### src/hdl/sfd_pkg.sv
package sfd_pkg;

  localparam int SLOTS_DEF = 5;

  localparam int IDX_W   = 3;
  localparam int CNT_W   = 16;
  localparam int RATIO_W = 9;
  localparam int RUN_W   = 8;
  localparam int METER_W = 3;
  localparam int CFG_IDX_W = 2;

  localparam int METER_MAX = 7;

  localparam logic [RATIO_W-1:0] MIN_FILL_RST = 9'd128;
  localparam logic [RATIO_W-1:0] MAX_FILL_RST = 9'd256;
  localparam logic [RUN_W-1:0]   ON_NEED_RST  = 8'd2;
  localparam logic [RUN_W-1:0]   OFF_NEED_RST = 8'd2;

  typedef enum logic [CFG_IDX_W-1:0] {
    REG_MIN_FILL = 2'd0,
    REG_MAX_FILL = 2'd1,
    REG_ON_NEED  = 2'd2,
    REG_OFF_NEED = 2'd3
  } reg_idx_t;

  typedef struct packed {
    logic [RATIO_W-1:0] min_fill_q8;
    logic [RATIO_W-1:0] max_fill_q8;
    logic [RUN_W-1:0]   on_run_req;
    logic [RUN_W-1:0]   off_run_req;
  } cfg_t;

  // item leaving the update stage
  typedef struct packed {
    logic valid;
    logic last;
  } done_t;

endpackage

### src/hdl/sfd_in_if.sv
interface sfd_in_if;
  import sfd_pkg::*;

  logic               valid;
  logic               ready;
  logic [IDX_W-1:0]   slot_index;
  logic [CNT_W-1:0]   white_count;
  logic [CNT_W-1:0]   pixel_area;
  logic               last_slot;

  modport source (output valid, slot_index, white_count, pixel_area, last_slot,
                  input ready);
  modport sink   (input valid, slot_index, white_count, pixel_area, last_slot,
                  output ready);
endinterface

### src/hdl/sfd_out_if.sv
interface sfd_out_if;
  import sfd_pkg::*;

  logic               valid;
  logic               ready;
  logic [METER_W-1:0] meter_value;

  modport source (output valid, meter_value, input ready);
  modport sink   (input valid, meter_value, output ready);
endinterface

### src/hdl/sfd_cfg_if.sv
interface sfd_cfg_if;
  import sfd_pkg::*;

  logic                 valid;
  logic                 ready;
  logic [CFG_IDX_W-1:0] index;
  logic [RATIO_W-1:0]   data;

  modport source (output valid, index, data, input ready);
  modport sink   (input valid, index, data, output ready);
endinterface

### src/hdl/sfd_cfg_regs.sv
module sfd_cfg_regs (
  input  logic         clk,
  input  logic         rst_n,
  sfd_cfg_if.sink      cfg_ch,
  output sfd_pkg::cfg_t cfg
);
  import sfd_pkg::*;

  cfg_t cfg_r;

  assign cfg_ch.ready = 1'b1;
  assign cfg          = cfg_r;

  always_ff @(posedge clk) begin
    if (!rst_n) begin
      cfg_r.min_fill_q8 <= MIN_FILL_RST;
      cfg_r.max_fill_q8 <= MAX_FILL_RST;
      cfg_r.on_run_req  <= ON_NEED_RST;
      cfg_r.off_run_req <= OFF_NEED_RST;
    end else if (cfg_ch.valid) begin
      case (reg_idx_t'(cfg_ch.index))
        REG_MIN_FILL: cfg_r.min_fill_q8 <= cfg_ch.data;
        REG_MAX_FILL: cfg_r.max_fill_q8 <= cfg_ch.data;
        REG_ON_NEED:  cfg_r.on_run_req  <= cfg_ch.data[RUN_W-1:0];
        REG_OFF_NEED: cfg_r.off_run_req <= cfg_ch.data[RUN_W-1:0];
        default: ;
      endcase
    end
  end

endmodule

### src/hdl/sfd_slot_pipe.sv
module sfd_slot_pipe #(
  parameter int SLOTS = sfd_pkg::SLOTS_DEF
) (
  input  logic           clk,
  input  logic           rst_n,
  input  sfd_pkg::cfg_t  cfg,
  sfd_in_if.sink         in_ch,
  input  logic           take,
  output sfd_pkg::done_t done,
  output logic [SLOTS-1:0] filled
);
  import sfd_pkg::*;

  localparam int IW    = (SLOTS > 1) ? $clog2(SLOTS) : 1;
  localparam int PW    = CNT_W + RATIO_W;
  localparam int ENT_W = 2 * RUN_W;

  function automatic logic [RUN_W-1:0] sat_inc(input logic [RUN_W-1:0] v);
    return (v == {RUN_W{1'b1}}) ? v : v + 1'b1;
  endfunction

  // counter memory, entry = {on_run, off_run}
  logic [ENT_W-1:0] mem [SLOTS];
  logic [ENT_W-1:0] rd_q_r;

  logic [SLOTS-1:0] ent_v_r;
  logic [SLOTS-1:0] filled_r;

  // stage 1
  logic             p1_v_r;
  logic [IDX_W-1:0] p1_idx_r;
  logic [CNT_W-1:0] p1_white_r;
  logic [CNT_W-1:0] p1_area_r;
  logic             p1_last_r;

  // stage 2
  logic             p2_v_r;
  logic             p2_hit_r;
  logic [IW-1:0]    p2_addr_r;
  logic             p2_last_r;
  logic [PW-1:0]    p2_w_r;
  logic [PW-1:0]    p2_lo_r;
  logic [PW-1:0]    p2_hi_r;
  logic             p2_ev_r;
  logic             p2_fwd_r;
  logic [ENT_W-1:0] p2_fwd_d_r;

  logic             p1_adv, p2_adv, p1_hit, wr_en, raw, flag_nxt;
  logic [IW-1:0]    p1_addr;
  logic [ENT_W-1:0] cur, wr_data;
  logic [RUN_W-1:0] on_cur, off_cur, on_nxt, off_nxt;

  assign p2_adv      = p2_v_r && take;
  assign p1_adv      = p1_v_r && (!p2_v_r || p2_adv);
  assign in_ch.ready = !p1_v_r || p1_adv;

  assign p1_addr = IW'(p1_idx_r);
  assign p1_hit  = (32'(p1_idx_r) < SLOTS) && (p1_area_r != '0);

  always_ff @(posedge clk) begin
    if (!rst_n) begin
      p1_v_r <= 1'b0;
    end else if (in_ch.ready) begin
      p1_v_r <= in_ch.valid;
    end
  end

  always_ff @(posedge clk) begin
    if (in_ch.valid && in_ch.ready) begin
      p1_idx_r   <= in_ch.slot_index;
      p1_white_r <= in_ch.white_count;
      p1_area_r  <= in_ch.pixel_area;
      p1_last_r  <= in_ch.last_slot;
    end
  end

  always_ff @(posedge clk) begin
    if (!rst_n) begin
      p2_v_r <= 1'b0;
    end else if (!p2_v_r || p2_adv) begin
      p2_v_r <= p1_v_r;
    end
  end

  // bound products and forwarding from the write in flight
  always_ff @(posedge clk) begin
    if (p1_adv) begin
      p2_hit_r   <= p1_hit;
      p2_addr_r  <= p1_addr;
      p2_last_r  <= p1_last_r;
      p2_w_r     <= PW'({p1_white_r, 8'h00});
      p2_lo_r    <= PW'(cfg.min_fill_q8) * PW'(p1_area_r);
      p2_hi_r    <= PW'(cfg.max_fill_q8) * PW'(p1_area_r);
      p2_ev_r    <= p1_hit ? ent_v_r[p1_addr] : 1'b0;
      p2_fwd_r   <= wr_en && (p2_addr_r == p1_addr);
      p2_fwd_d_r <= wr_data;
    end
  end

  assign cur     = p2_fwd_r ? p2_fwd_d_r : (p2_ev_r ? rd_q_r : '0);
  assign on_cur  = cur[ENT_W-1:RUN_W];
  assign off_cur = cur[RUN_W-1:0];
  assign raw     = (p2_w_r >= p2_lo_r) && (p2_w_r <= p2_hi_r);

  always_comb begin
    if (raw) begin
      on_nxt   = sat_inc(on_cur);
      off_nxt  = '0;
      flag_nxt = filled_r[p2_addr_r] || (on_nxt >= cfg.on_run_req);
    end else begin
      on_nxt   = '0;
      off_nxt  = sat_inc(off_cur);
      flag_nxt = filled_r[p2_addr_r] && !(off_nxt >= cfg.off_run_req);
    end
  end

  assign wr_en   = p2_adv && p2_hit_r;
  assign wr_data = {on_nxt, off_nxt};

  always_ff @(posedge clk) begin
    if (wr_en) begin
      mem[p2_addr_r] <= wr_data;
    end
    if (p1_adv && p1_hit) begin
      rd_q_r <= mem[p1_addr];
    end
  end

  always_ff @(posedge clk) begin
    if (!rst_n) begin
      ent_v_r  <= '0;
      filled_r <= '0;
    end else if (wr_en) begin
      ent_v_r[p2_addr_r]  <= 1'b1;
      filled_r[p2_addr_r] <= flag_nxt;
    end
  end

  assign done.valid = p2_v_r;
  assign done.last  = p2_last_r;
  assign filled     = filled_r;

`ifndef NO_ASSERTIONS
  a_flag_only_on_write: assert property (@(posedge clk) disable iff (!rst_n)
    $past(rst_n) && !$stable(filled_r) |-> $past(wr_en))
    else $error("filled flags changed without a counter write");

  a_valid_monotonic: assert property (@(posedge clk) disable iff (!rst_n)
    $past(rst_n) |-> (($past(ent_v_r) & ~ent_v_r) == '0))
    else $error("entry valid bit dropped outside reset");

  a_flag_needs_entry: assert property (@(posedge clk) disable iff (!rst_n)
    (filled_r & ~ent_v_r) == '0)
    else $error("slot flagged filled with no counter entry written");

  a_fwd_same_entry: assert property (@(posedge clk) disable iff (!rst_n)
    p1_adv && wr_en && (p1_addr == p2_addr_r) |=> p2_fwd_r)
    else $error("read-after-write to one entry not forwarded");
`endif

endmodule

### src/hdl/slot_fill_debounce_meter.sv
// throughput: one slot transaction per cycle unless the output stalls,
// single read and single write port on the counter memory, with
// same-entry read-after-write forwarded
// reset (rst_n low, synchronous): config registers to defaults, filled flags and
// per-entry valid bits cleared, pipeline emptied; counter memory is not swept
module slot_fill_debounce_meter #(
  parameter int SLOTS = sfd_pkg::SLOTS_DEF
) (
  input  logic       clk,
  input  logic       rst_n,
  sfd_in_if.sink     in_ch,
  sfd_out_if.source  out_ch,
  sfd_cfg_if.sink    cfg_ch
);
  import sfd_pkg::*;

  cfg_t             cfg;
  done_t            done;
  logic [SLOTS-1:0] filled;

  // stage 3 marks a finished last slot; the flags then hold exactly its frame
  logic               p3_v_r;
  logic               out_v_r;
  logic [METER_W-1:0] meter_r;
  logic [METER_W-1:0] meter;
  logic               out_free, p3_take;

  // register file for ratio bounds and run thresholds
  sfd_cfg_regs u_cfg (
    .clk    (clk),
    .rst_n  (rst_n),
    .cfg_ch (cfg_ch),
    .cfg    (cfg)
  );

  // product stage, then counter read-modify-write and flag update
  sfd_slot_pipe #(.SLOTS(SLOTS)) u_pipe (
    .clk    (clk),
    .rst_n  (rst_n),
    .cfg    (cfg),
    .in_ch  (in_ch),
    .take   (p3_take),
    .done   (done),
    .filled (filled)
  );

  assign out_free = !out_v_r || out_ch.ready;
  assign p3_take  = !p3_v_r || out_free;

  // highest filled slot wins, clipped to what the output field holds
  always_comb begin
    meter = '0;
    for (int i = 0; i < SLOTS; i++) begin
      if (filled[i]) begin
        meter = (i + 1 > METER_MAX) ? METER_W'(METER_MAX) : METER_W'(i + 1);
      end
    end
  end

  always_ff @(posedge clk) begin
    if (!rst_n) begin
      p3_v_r  <= 1'b0;
      out_v_r <= 1'b0;
    end else begin
      if (p3_take) begin
        p3_v_r <= done.valid && done.last;
      end
      if (out_free) begin
        out_v_r <= p3_v_r;
      end
    end
  end

  // flags are sampled before the next slot's update lands
  always_ff @(posedge clk) begin
    if (out_free && p3_v_r) begin
      meter_r <= meter;
    end
  end

  assign out_ch.valid       = out_v_r;
  assign out_ch.meter_value = meter_r;

endmodule

### src/flat_wrapper.sv
// flat-port wrapper written by rule: the top's interface ports become plain ports
module slot_fill_debounce_meter_flat import sfd_pkg::*;
#(
  parameter int SLOTS = sfd_pkg::SLOTS_DEF
)
  (clk, rst_n, in_ch_valid, in_ch_slot_index, in_ch_white_count, in_ch_pixel_area, in_ch_last_slot, in_ch_ready, out_ch_valid, out_ch_meter_value, out_ch_ready, cfg_ch_valid, cfg_ch_index, cfg_ch_data, cfg_ch_ready);
  sfd_in_if in_ch_i ();
  sfd_out_if out_ch_i ();
  sfd_cfg_if cfg_ch_i ();
  input  logic clk;
  input  logic rst_n;
  input wire logic [$bits(in_ch_i.valid)-1:0] in_ch_valid;
  input wire logic [$bits(in_ch_i.slot_index)-1:0] in_ch_slot_index;
  input wire logic [$bits(in_ch_i.white_count)-1:0] in_ch_white_count;
  input wire logic [$bits(in_ch_i.pixel_area)-1:0] in_ch_pixel_area;
  input wire logic [$bits(in_ch_i.last_slot)-1:0] in_ch_last_slot;
  output wire logic [$bits(in_ch_i.ready)-1:0] in_ch_ready;
  output wire logic [$bits(out_ch_i.valid)-1:0] out_ch_valid;
  output wire logic [$bits(out_ch_i.meter_value)-1:0] out_ch_meter_value;
  input wire logic [$bits(out_ch_i.ready)-1:0] out_ch_ready;
  input wire logic [$bits(cfg_ch_i.valid)-1:0] cfg_ch_valid;
  input wire logic [$bits(cfg_ch_i.index)-1:0] cfg_ch_index;
  input wire logic [$bits(cfg_ch_i.data)-1:0] cfg_ch_data;
  output wire logic [$bits(cfg_ch_i.ready)-1:0] cfg_ch_ready;
  assign in_ch_i.valid = in_ch_valid;
  assign in_ch_i.slot_index = in_ch_slot_index;
  assign in_ch_i.white_count = in_ch_white_count;
  assign in_ch_i.pixel_area = in_ch_pixel_area;
  assign in_ch_i.last_slot = in_ch_last_slot;
  assign in_ch_ready = in_ch_i.ready;
  assign out_ch_valid = out_ch_i.valid;
  assign out_ch_meter_value = out_ch_i.meter_value;
  assign out_ch_i.ready = out_ch_ready;
  assign cfg_ch_i.valid = cfg_ch_valid;
  assign cfg_ch_i.index = cfg_ch_index;
  assign cfg_ch_i.data = cfg_ch_data;
  assign cfg_ch_ready = cfg_ch_i.ready;
  slot_fill_debounce_meter #(.SLOTS(SLOTS)) u_core (.clk(clk), .rst_n(rst_n), .in_ch(in_ch_i), .out_ch(out_ch_i), .cfg_ch(cfg_ch_i));
endmodule
### config.mk
export PLATFORM = sky130hd
export DESIGN_NAME = slot_fill_debounce_meter_flat
export DESIGN_NICKNAME = d
export VERILOG_FILES = /design/src/hdl/sfd_pkg.sv /design/src/hdl/sfd_in_if.sv /design/src/hdl/sfd_out_if.sv /design/src/hdl/sfd_cfg_if.sv /design/src/hdl/sfd_cfg_regs.sv /design/src/hdl/sfd_slot_pipe.sv /design/src/hdl/slot_fill_debounce_meter.sv /design/src/flat_wrapper.sv
export SDC_FILE = /design/constraint.sdc
export NUM_CORES = 1
export LEC_CHECK = 0
export BUFFER_PORTS_ARGS = -buffer_cell sky130_fd_sc_hd__buf_2
export CORE_MARGIN = 2
export CORE_UTILIZATION = 55
export CTS_CLUSTER_DIAMETER = 150
export DETAILED_ROUTE_END_ITERATION = 6
export GPL_TIMING_DRIVEN = 0
export PLACE_DENSITY_LB_ADDON = 0.15
export SETUP_SLACK_MARGIN = 0.05
export SLEW_MARGIN = 20
export SYNTH_ARGS = -nofsm -noshare
export SYNTH_HDL_FRONTEND = slang
export SYNTH_HIERARCHICAL = 1
export SYNTH_SLANG_ARGS = --single-unit
### constraint.sdc
create_clock -name clk -period 9.58 [get_ports clk]
set_input_delay 1.916 -clock clk [delete_from_list [all_inputs] [get_ports clk]]
set_output_delay 1.916 -clock clk [all_outputs]
set_load 0.02 [all_outputs]
# After elaboration in Yosys (flattened, before gate mapping)
# Memories as Yosys holds them, arrays and structs flattened. A register that Yosys moved wholly into a read port is not among the register bits.
# Index checks and enable logic that the tools add are counted.
totals:
  romBits: 0
  in_bits: 52
  mem_bits_rw: 80
  regBits: 176
  mem_count: 1
  latch_bits: 0
  out_inout_bits: 6
op_classes:
  div: 0
  n_shift: 0
  n_mul: 2
  eq_ne: 6
  n_lt_le_gt_ge: 8
  addsub: 2
  muxes: 20
  n_reduce_logical: 29
  n_bitwise: 1
mem_list:
  columns: ["name", "depth", "width", "read_ports", "rd_ports_with_merged_regs", "write_ports", "line", "text"]
  rows:
  - ["u_core.u_pipe.mem", 5, 16, 1, 1, 1, "sfd_slot_pipe.sv:23", "logic [ENT_W-1:0] mem [SLOTS];"]
op_table:
  columns: ["operator", "count"]
  rows:
  - ["9-bit by 16-bit multiplier with 25-bit output", 2]
  - ["16-bit two-way mux", 2]
  - ["8-bit two-way mux", 4]
  - ["24-bit by 25-bit >= comparator with 1-bit output", 1]
  - ["24-bit by 25-bit <= comparator with 1-bit output", 1]
  - ["8-bit by 1-bit adder with 8-bit output, second input constant", 2]
  - ["8-bit == test, second input constant", 2]
  - ["8-bit >= comparator", 2]
  - ["16-bit nonzero test", 1]
  - ["1-bit logical AND", 12]
  - ["3-bit by 4-bit < comparator with 1-bit output, second input constant", 2]
  - ["1-bit two-way mux", 8]
  - ["2-bit AND reduction", 4]
  - ["1-bit binary-select mux with 3-bit select", 2]
  - ["5-bit bitwise mux", 1]
  - ["1-bit zero test", 5]
  - ["1-bit logical OR", 5]
  - ["5-bit OR", 1]
  - ["2-bit == test, second input constant", 2]
  - ["2-bit two-way mux", 2]
  - ["1-bit demux with 3-bit select", 1]
  - ["3-bit == test", 1]
  - ["3-bit by 1-bit >= comparator with 1-bit output, second input constant", 1]
  - ["3-bit < comparator, second input constant", 1]
  - ["other kinds (3)", 3]

# Longest topological paths before layout
logic_depth:
  ltp_word: 9
  depth_mapped: 19
  ltp_nobuf: 17

# By module
# Netlist, hierarchy kept.
by_module_without_submodules:
  columns: ["module", "area_each_um2", "cells_each", "instances"]
  rows:
  - ["sfd_slot_pipe", 18900.6, 1698, 1]
  - ["sfd_cfg_regs", 1305.0, 129, 1]
  - ["slot_fill_debounce_meter", 220.2, 17, 1]

# Worst setup path before layout
# No wires, ideal clock.
synth_timing:
  path_type: "in2reg"
  from: "input port out_ch_ready"
  to: "register u_core.u_pipe.rd_q_r[0], read port of u_core.u_pipe.mem, enable pin"
  setup_ps: 374
  arrival_time_ps: 6926
  path_buffers: 0
  slack_ps: 2280
  cell_stages: 4
  t_required_ps: 9206
  cell_sequence: "nand3b_4 nor2b_1 nor2b_1 and2_1"
synth_between:
  elab_chain_len: 6
synth_lines:
  columns: ["item", "line", "text"]
  rows:
  - ["start, declared", "flat_wrapper.sv:20", "input wire logic [$bits(out_ch_i.ready)-1:0] out_ch_ready;"]
  - ["1-bit logical OR", "slot_fill_debounce_meter.sv:47", "assign out_free = !out_v_r || out_ch.ready;"]
  - ["1-bit logical OR", "slot_fill_debounce_meter.sv:48", "assign p3_take = !p3_v_r || out_free;"]
  - ["1-bit logical AND", "sfd_slot_pipe.sv:53", "assign p2_adv = p2_v_r && take;"]
  - ["1-bit logical OR", "sfd_slot_pipe.sv:54", "assign p1_adv = p1_v_r && (!p2_v_r || p2_adv);"]
  - ["1-bit logical AND", "sfd_slot_pipe.sv:54", null]
  - ["named net u_core.u_pipe.p1_adv", "sfd_slot_pipe.sv:48", "logic p1_adv, p2_adv, p1_hit, wr_en, raw, flag_nxt;"]
  - ["1-bit logical AND", "sfd_slot_pipe.sv:124", "if (p1_adv && p1_hit) begin"]
  - ["end, declared", "sfd_slot_pipe.sv:24", "logic [ENT_W-1:0] rd_q_r;"]
# The timed path passes the listed nets, and every way through them passes these cells.
# A chain may end at the register's enable or synchronous reset.

# Worst setup path after layout
layout_timing:
  from: "register u_core.u_pipe.p1_area_r[14]"
  to: "register u_core.u_pipe.p2_hi_r[24] (data pin)"
layout_between:
  elab_chain_len: 1
layout_lines:
  columns: ["item", "line", "text"]
  rows:
  - ["start, declared", "sfd_slot_pipe.sv:33", "logic [CNT_W-1:0] p1_area_r;"]
  - ["start signal, assigned", "sfd_slot_pipe.sv:72", "p1_area_r <= in_ch.pixel_area;"]
  - ["9-bit by 16-bit multiplier with 25-bit output", "sfd_slot_pipe.sv:93", "p2_hi_r <= PW'(cfg.max_fill_q8) * PW'(p1_area_r);"]
  - ["end signal, assigned", "sfd_slot_pipe.sv:93", null]
  - ["end, declared", "sfd_slot_pipe.sv:43", "logic [PW-1:0] p2_hi_r;"]
# Every way passes these cells.

==> impl_metrics.py <==
metrics = {
    "worst_setup_path": {
        "reg2reg_from": "u_core/u_pipe/p1_area_r[14]$_DFFE_PP_",
        "max_stage_delay_ns": 0.71,
        "critical_path_class": "flop to flop",
        "cp.depth": 17,
        "cp_slowest_cell": "o311ai_0",
        "cp-end-kind": "flop",
        "path_max_fanout": 10,
        "cp.required_ns": 9.91,
        "crit_start": "u_core/u_pipe/p1_area_r[14]$_DFFE_PP_",
        "crit_buf_inv": 5,
        "critPathTopFamily": "adder cells",
        "endpoint": "u_core/u_pipe/p2_hi_r[24]$_DFFE_PP_",
        "cp_common_cell": "fa_1",
        "r2r_setup_slack_ns": 3.73,
        "worstPathCellList": "clkbuf_1, clkbuf_1, nand2_1, fa_1, inv_1, fa_1, fa_1, inv_1, fa_1, inv_1, ha_1, a21oi_1, o22ai_1, o311ai_0, o211ai_1, o211ai_1, xnor2_1",
        "ff2ff_path_depth": 17,
        "start_kind": "flop",
        "r2r_end": "u_core/u_pipe/p2_hi_r[24]$_DFFE_PP_",
        "worstPathArrival_ns": 6.18,
    },
    "power_and_ir_drop": {
        "ir_drop_v": 0.000143,
        "p_leak_nw": 10.0,
        "power.total_w": 0.00327,
        "p_per_area_nw_per_um2": 146,
    },
    "route": {
        "drt_wl_total_mm": 48.2,
        "met2_length_mm": 25.0,
        "antenna_left": 0,
        "drt_iter0_markers": 708,
        "drc_errors": 0,
        "route.met3.wl_mm": 2.12,
        "wire_per_inst_um": 19.8,
        "wl_met1_mm": 19.9,
        "dr.pass1.iters": 5,
        "top_layer": "met4",
        "vias": 13500,
        "avgViaCountPerCell": 5.54,
    },
    "yosys": {
        "syn_avg_cell_area_um2": 11.1,
        "yosys_warnings": 6,
        "syn_inst": 1844,
        "synth_largest_area_cell": "edfxtp_1",
        "synth_seq_cells": 272,
        "synth_nets": 2234,
        "yosysMostFrequentCell": "inv_1",
        "ys_async_sr_fraction_pct": 0,
        "synth_area_leaders": "edfxtp_1, fa_1, ha_1",
        "synth.distinct_cells": 77,
        "synth_area_um2": 20400,
        "synth_edf_count": 224,
        "synth_common_cells": "inv_1, edfxtp_1, fa_1",
        "synthFlopType": "edfxtp_1",
        "yosys.area.top_type_share_pct": 32.9,
        "ys_seq_area_share_pct": 37.6,
    },
    "min_path": {
        "hp-class": "flop to flop",
    },
    "outcome": {
        "outcome": "completed",
    },
    "clock_network": {
        "clock-root-buffer": "clkbuf_16",
        "clock_latency_ns": 0.60,
        "clk_pin_slew_worst_paths_ns": 0.06,
        "cts_buffer_depth": 3,
        "h-tree-depth": 1,
        "cts_sinks": 272,
        "post-cts-setup-buffers": 0,
        "cts_buffers": 31,
        "hold_buffers": 0,
        "ctsResizeCount": 0,
        "cts_tree": "built",
    },
    "sta": {
        "fmax_ghz": 0.171,
        "finalCritPeriodShare_pct": 61.1,
        "period_needed_ns": 5.85,
        "rsz0062_at_grt": "false",
        "finClkSkew_ns": 0.0260,
        "worstMarginPinSlew_ns": 1.11,
        "relSlewSlack_pct": 25.2,
        "final_hold_viol_count": 0,
        "setup_viol": 0,
        "drv_slew": 0,
        "setup_tns_ns": 0,
    },
    "global_routing": {
        "grt_max_degree": 30,
        "antenna_found_initial": 0,
        "track_usage_pct": 25.8,
        "grt-ovfl-total": 0,
        "grt_pass1_wl_mm": 76.0,
        "grt_pass1_vias": 14000,
    },
    "cells_and_area": {
        "areaGrowthSynthToFinish_pct": 9.84,
        "nets": 2336,
        "final_core_util_pct": 61.3,
        "layout-drive-gt1-share_pct": 9.23,
        "diodes": 0,
    },
    "placement": {
        "place_hpwl_mm": 37.5,
        "port_buffers": 56,
        "place_congestion": 0.905,
    },
    "floorplanning": {
        "die_area_um2": 38700,
        "num_rows": 70,
        "die_w_um": 197,
        "start_util_pct": 55.8,
        "core_area_um2": 36600,
        "pin_count": 58,
        "die_h_um": 197,
    },
    "job": {
        "maxCapViolCount": 0,
    },
}
metrics by stage:
| step | hold WS (ns) | setup WS [ns] | std cells | cell area, µm² |
|---|---|---|---|---|
| floorplan | 0.400 | 2.28 | 1844 | 20400 |
| global placement | 0.403 | -0.262 | 2368 | 21300 |
| detailed placement | 0.405 | 3.73 | 2381 | 21500 |
| CTS | 0.414 | 3.72 | 2439 | 22400 |
| global route | 0.420 | 3.45 | 2439 | 22400 |
| finish | 0.412 | 3.73 | 2439 | 22400 |
where the power goes:
group	internal, W	total (W)	switching (W)
registers	0.00136	0.00140	0.0000345
clock network	0.000647	0.00113	0.000485
logic	0.000291	0.000742	0.000451
total	0.00230	0.00327	0.000971
cell usage in the layout (no fill, tap or decap), types with 20 or more instances in the layout:
cell,Yosys,layout
nand2_1,190,190
xnor2_1,31,31
clkbuf_1,58,72
edfxtp_1,224,224
clkbuf_16,0,32
a21oi_1,49,49
inv_1,307,307
buf_2,7,71
nor2_1,39,37
mux2i_1,34,34
ha_1,140,140
dfxtp_1,48,48
mux2_2,20,20
and2_1,193,192
fa_1,198,198
o21ai_0,30,30
how the worst min path moves through the flow:
stage	from	to	slack [ns]	depth (start not counted)
after floorplan	u_core/u_pipe/p1_last_r$_DFFE_PP_	u_core/u_pipe/p2_last_r$_DFFE_PP_	0.40	0
after global placement	u_core/u_pipe/p1_white_r[3]$_DFFE_PP_	u_core/u_pipe/p2_w_r[11]$_DFFE_PP_	0.40	0
after detailed placement	u_core/u_pipe/p1_white_r[12]$_DFFE_PP_	u_core/u_pipe/p2_w_r[20]$_DFFE_PP_	0.40	0
after CTS	u_core/u_pipe/p1_white_r[13]$_DFFE_PP_	u_core/u_pipe/p2_w_r[21]$_DFFE_PP_	0.41	0
after global routing	u_core/u_pipe/p1_white_r[13]$_DFFE_PP_	u_core/u_pipe/p2_w_r[21]$_DFFE_PP_	0.42	0
final	u_core/u_pipe/p1_white_r[13]$_DFFE_PP_	u_core/u_pipe/p2_w_r[21]$_DFFE_PP_	0.41	0
layer usage:
layer,up-vias,GRT usage (%)
li1,6305,-
met1,6792,32.2
met2,328,47.4
met3,78,3.06
met4,0,6.85
met5,-,0
sequential cells by signal (all words and copies together) (netlist names), 3 cells and up:
signal                     flops
u_core/u_pipe/mem             80
u_core/u_cfg/cfg              34
u_core/u_pipe/p2_hi_r         25
u_core/u_pipe/p2_lo_r         25
u_core/u_pipe/p1_area_r       16
u_core/u_pipe/p1_white_r      16
u_core/u_pipe/p2_fwd_d_r      16
u_core/u_pipe/p2_w_r          16
u_core/u_pipe/rd_q_r          16
u_core/u_pipe/ent_v_r          5
u_core/u_pipe/filled           5
u_core/out_ch.meter_value      3
u_core/u_pipe/p1_addr          3
u_core/u_pipe/p2_addr_r        3
layout make-up:
type / instances / area, µm²
plain buffers: 72 / 313
clock buffers: 49 / 895
clock inverters: 9 / 80.1
inverters: 307 / 1150
fillers: 3007 / 14200
flip-flops and latches: 272 / 7690
repair buffers: 69 / 408
well taps: 468 / 586
multi-input cells: 1193 / 11300
worst register-to-register path: stages (launching register included):
cell and delay, ns:
edfxtp_1 0.32, clkbuf_1 0.41, clkbuf_1 0.57, nand2_1 0.18, fa_1 0.56, inv_1 0.06, fa_1 0.49, fa_1 0.54
inv_1 0.05, fa_1 0.47, inv_1 0.04, ha_1 0.36, a21oi_1 0.20, o22ai_1 0.19, o311ai_0 0.71, o211ai_1 0.15
o211ai_1 0.14, xnor2_1 0.13
cell families (layout without fill, tap and decap cells):
group	after synthesis	in the layout	synth area share (%)
compound gates	193	193	6.45
fa+ha+maj	338	338	28.0
flops	272	272	37.6
simple gates	542	542	14.0
buf+inv	379	506	7.17
xor+xnor	48	48	2.06
mux	71	71	4.64
other cells	1	1	0.0184
Note: power is estimated with default switching activity, not from simulation.
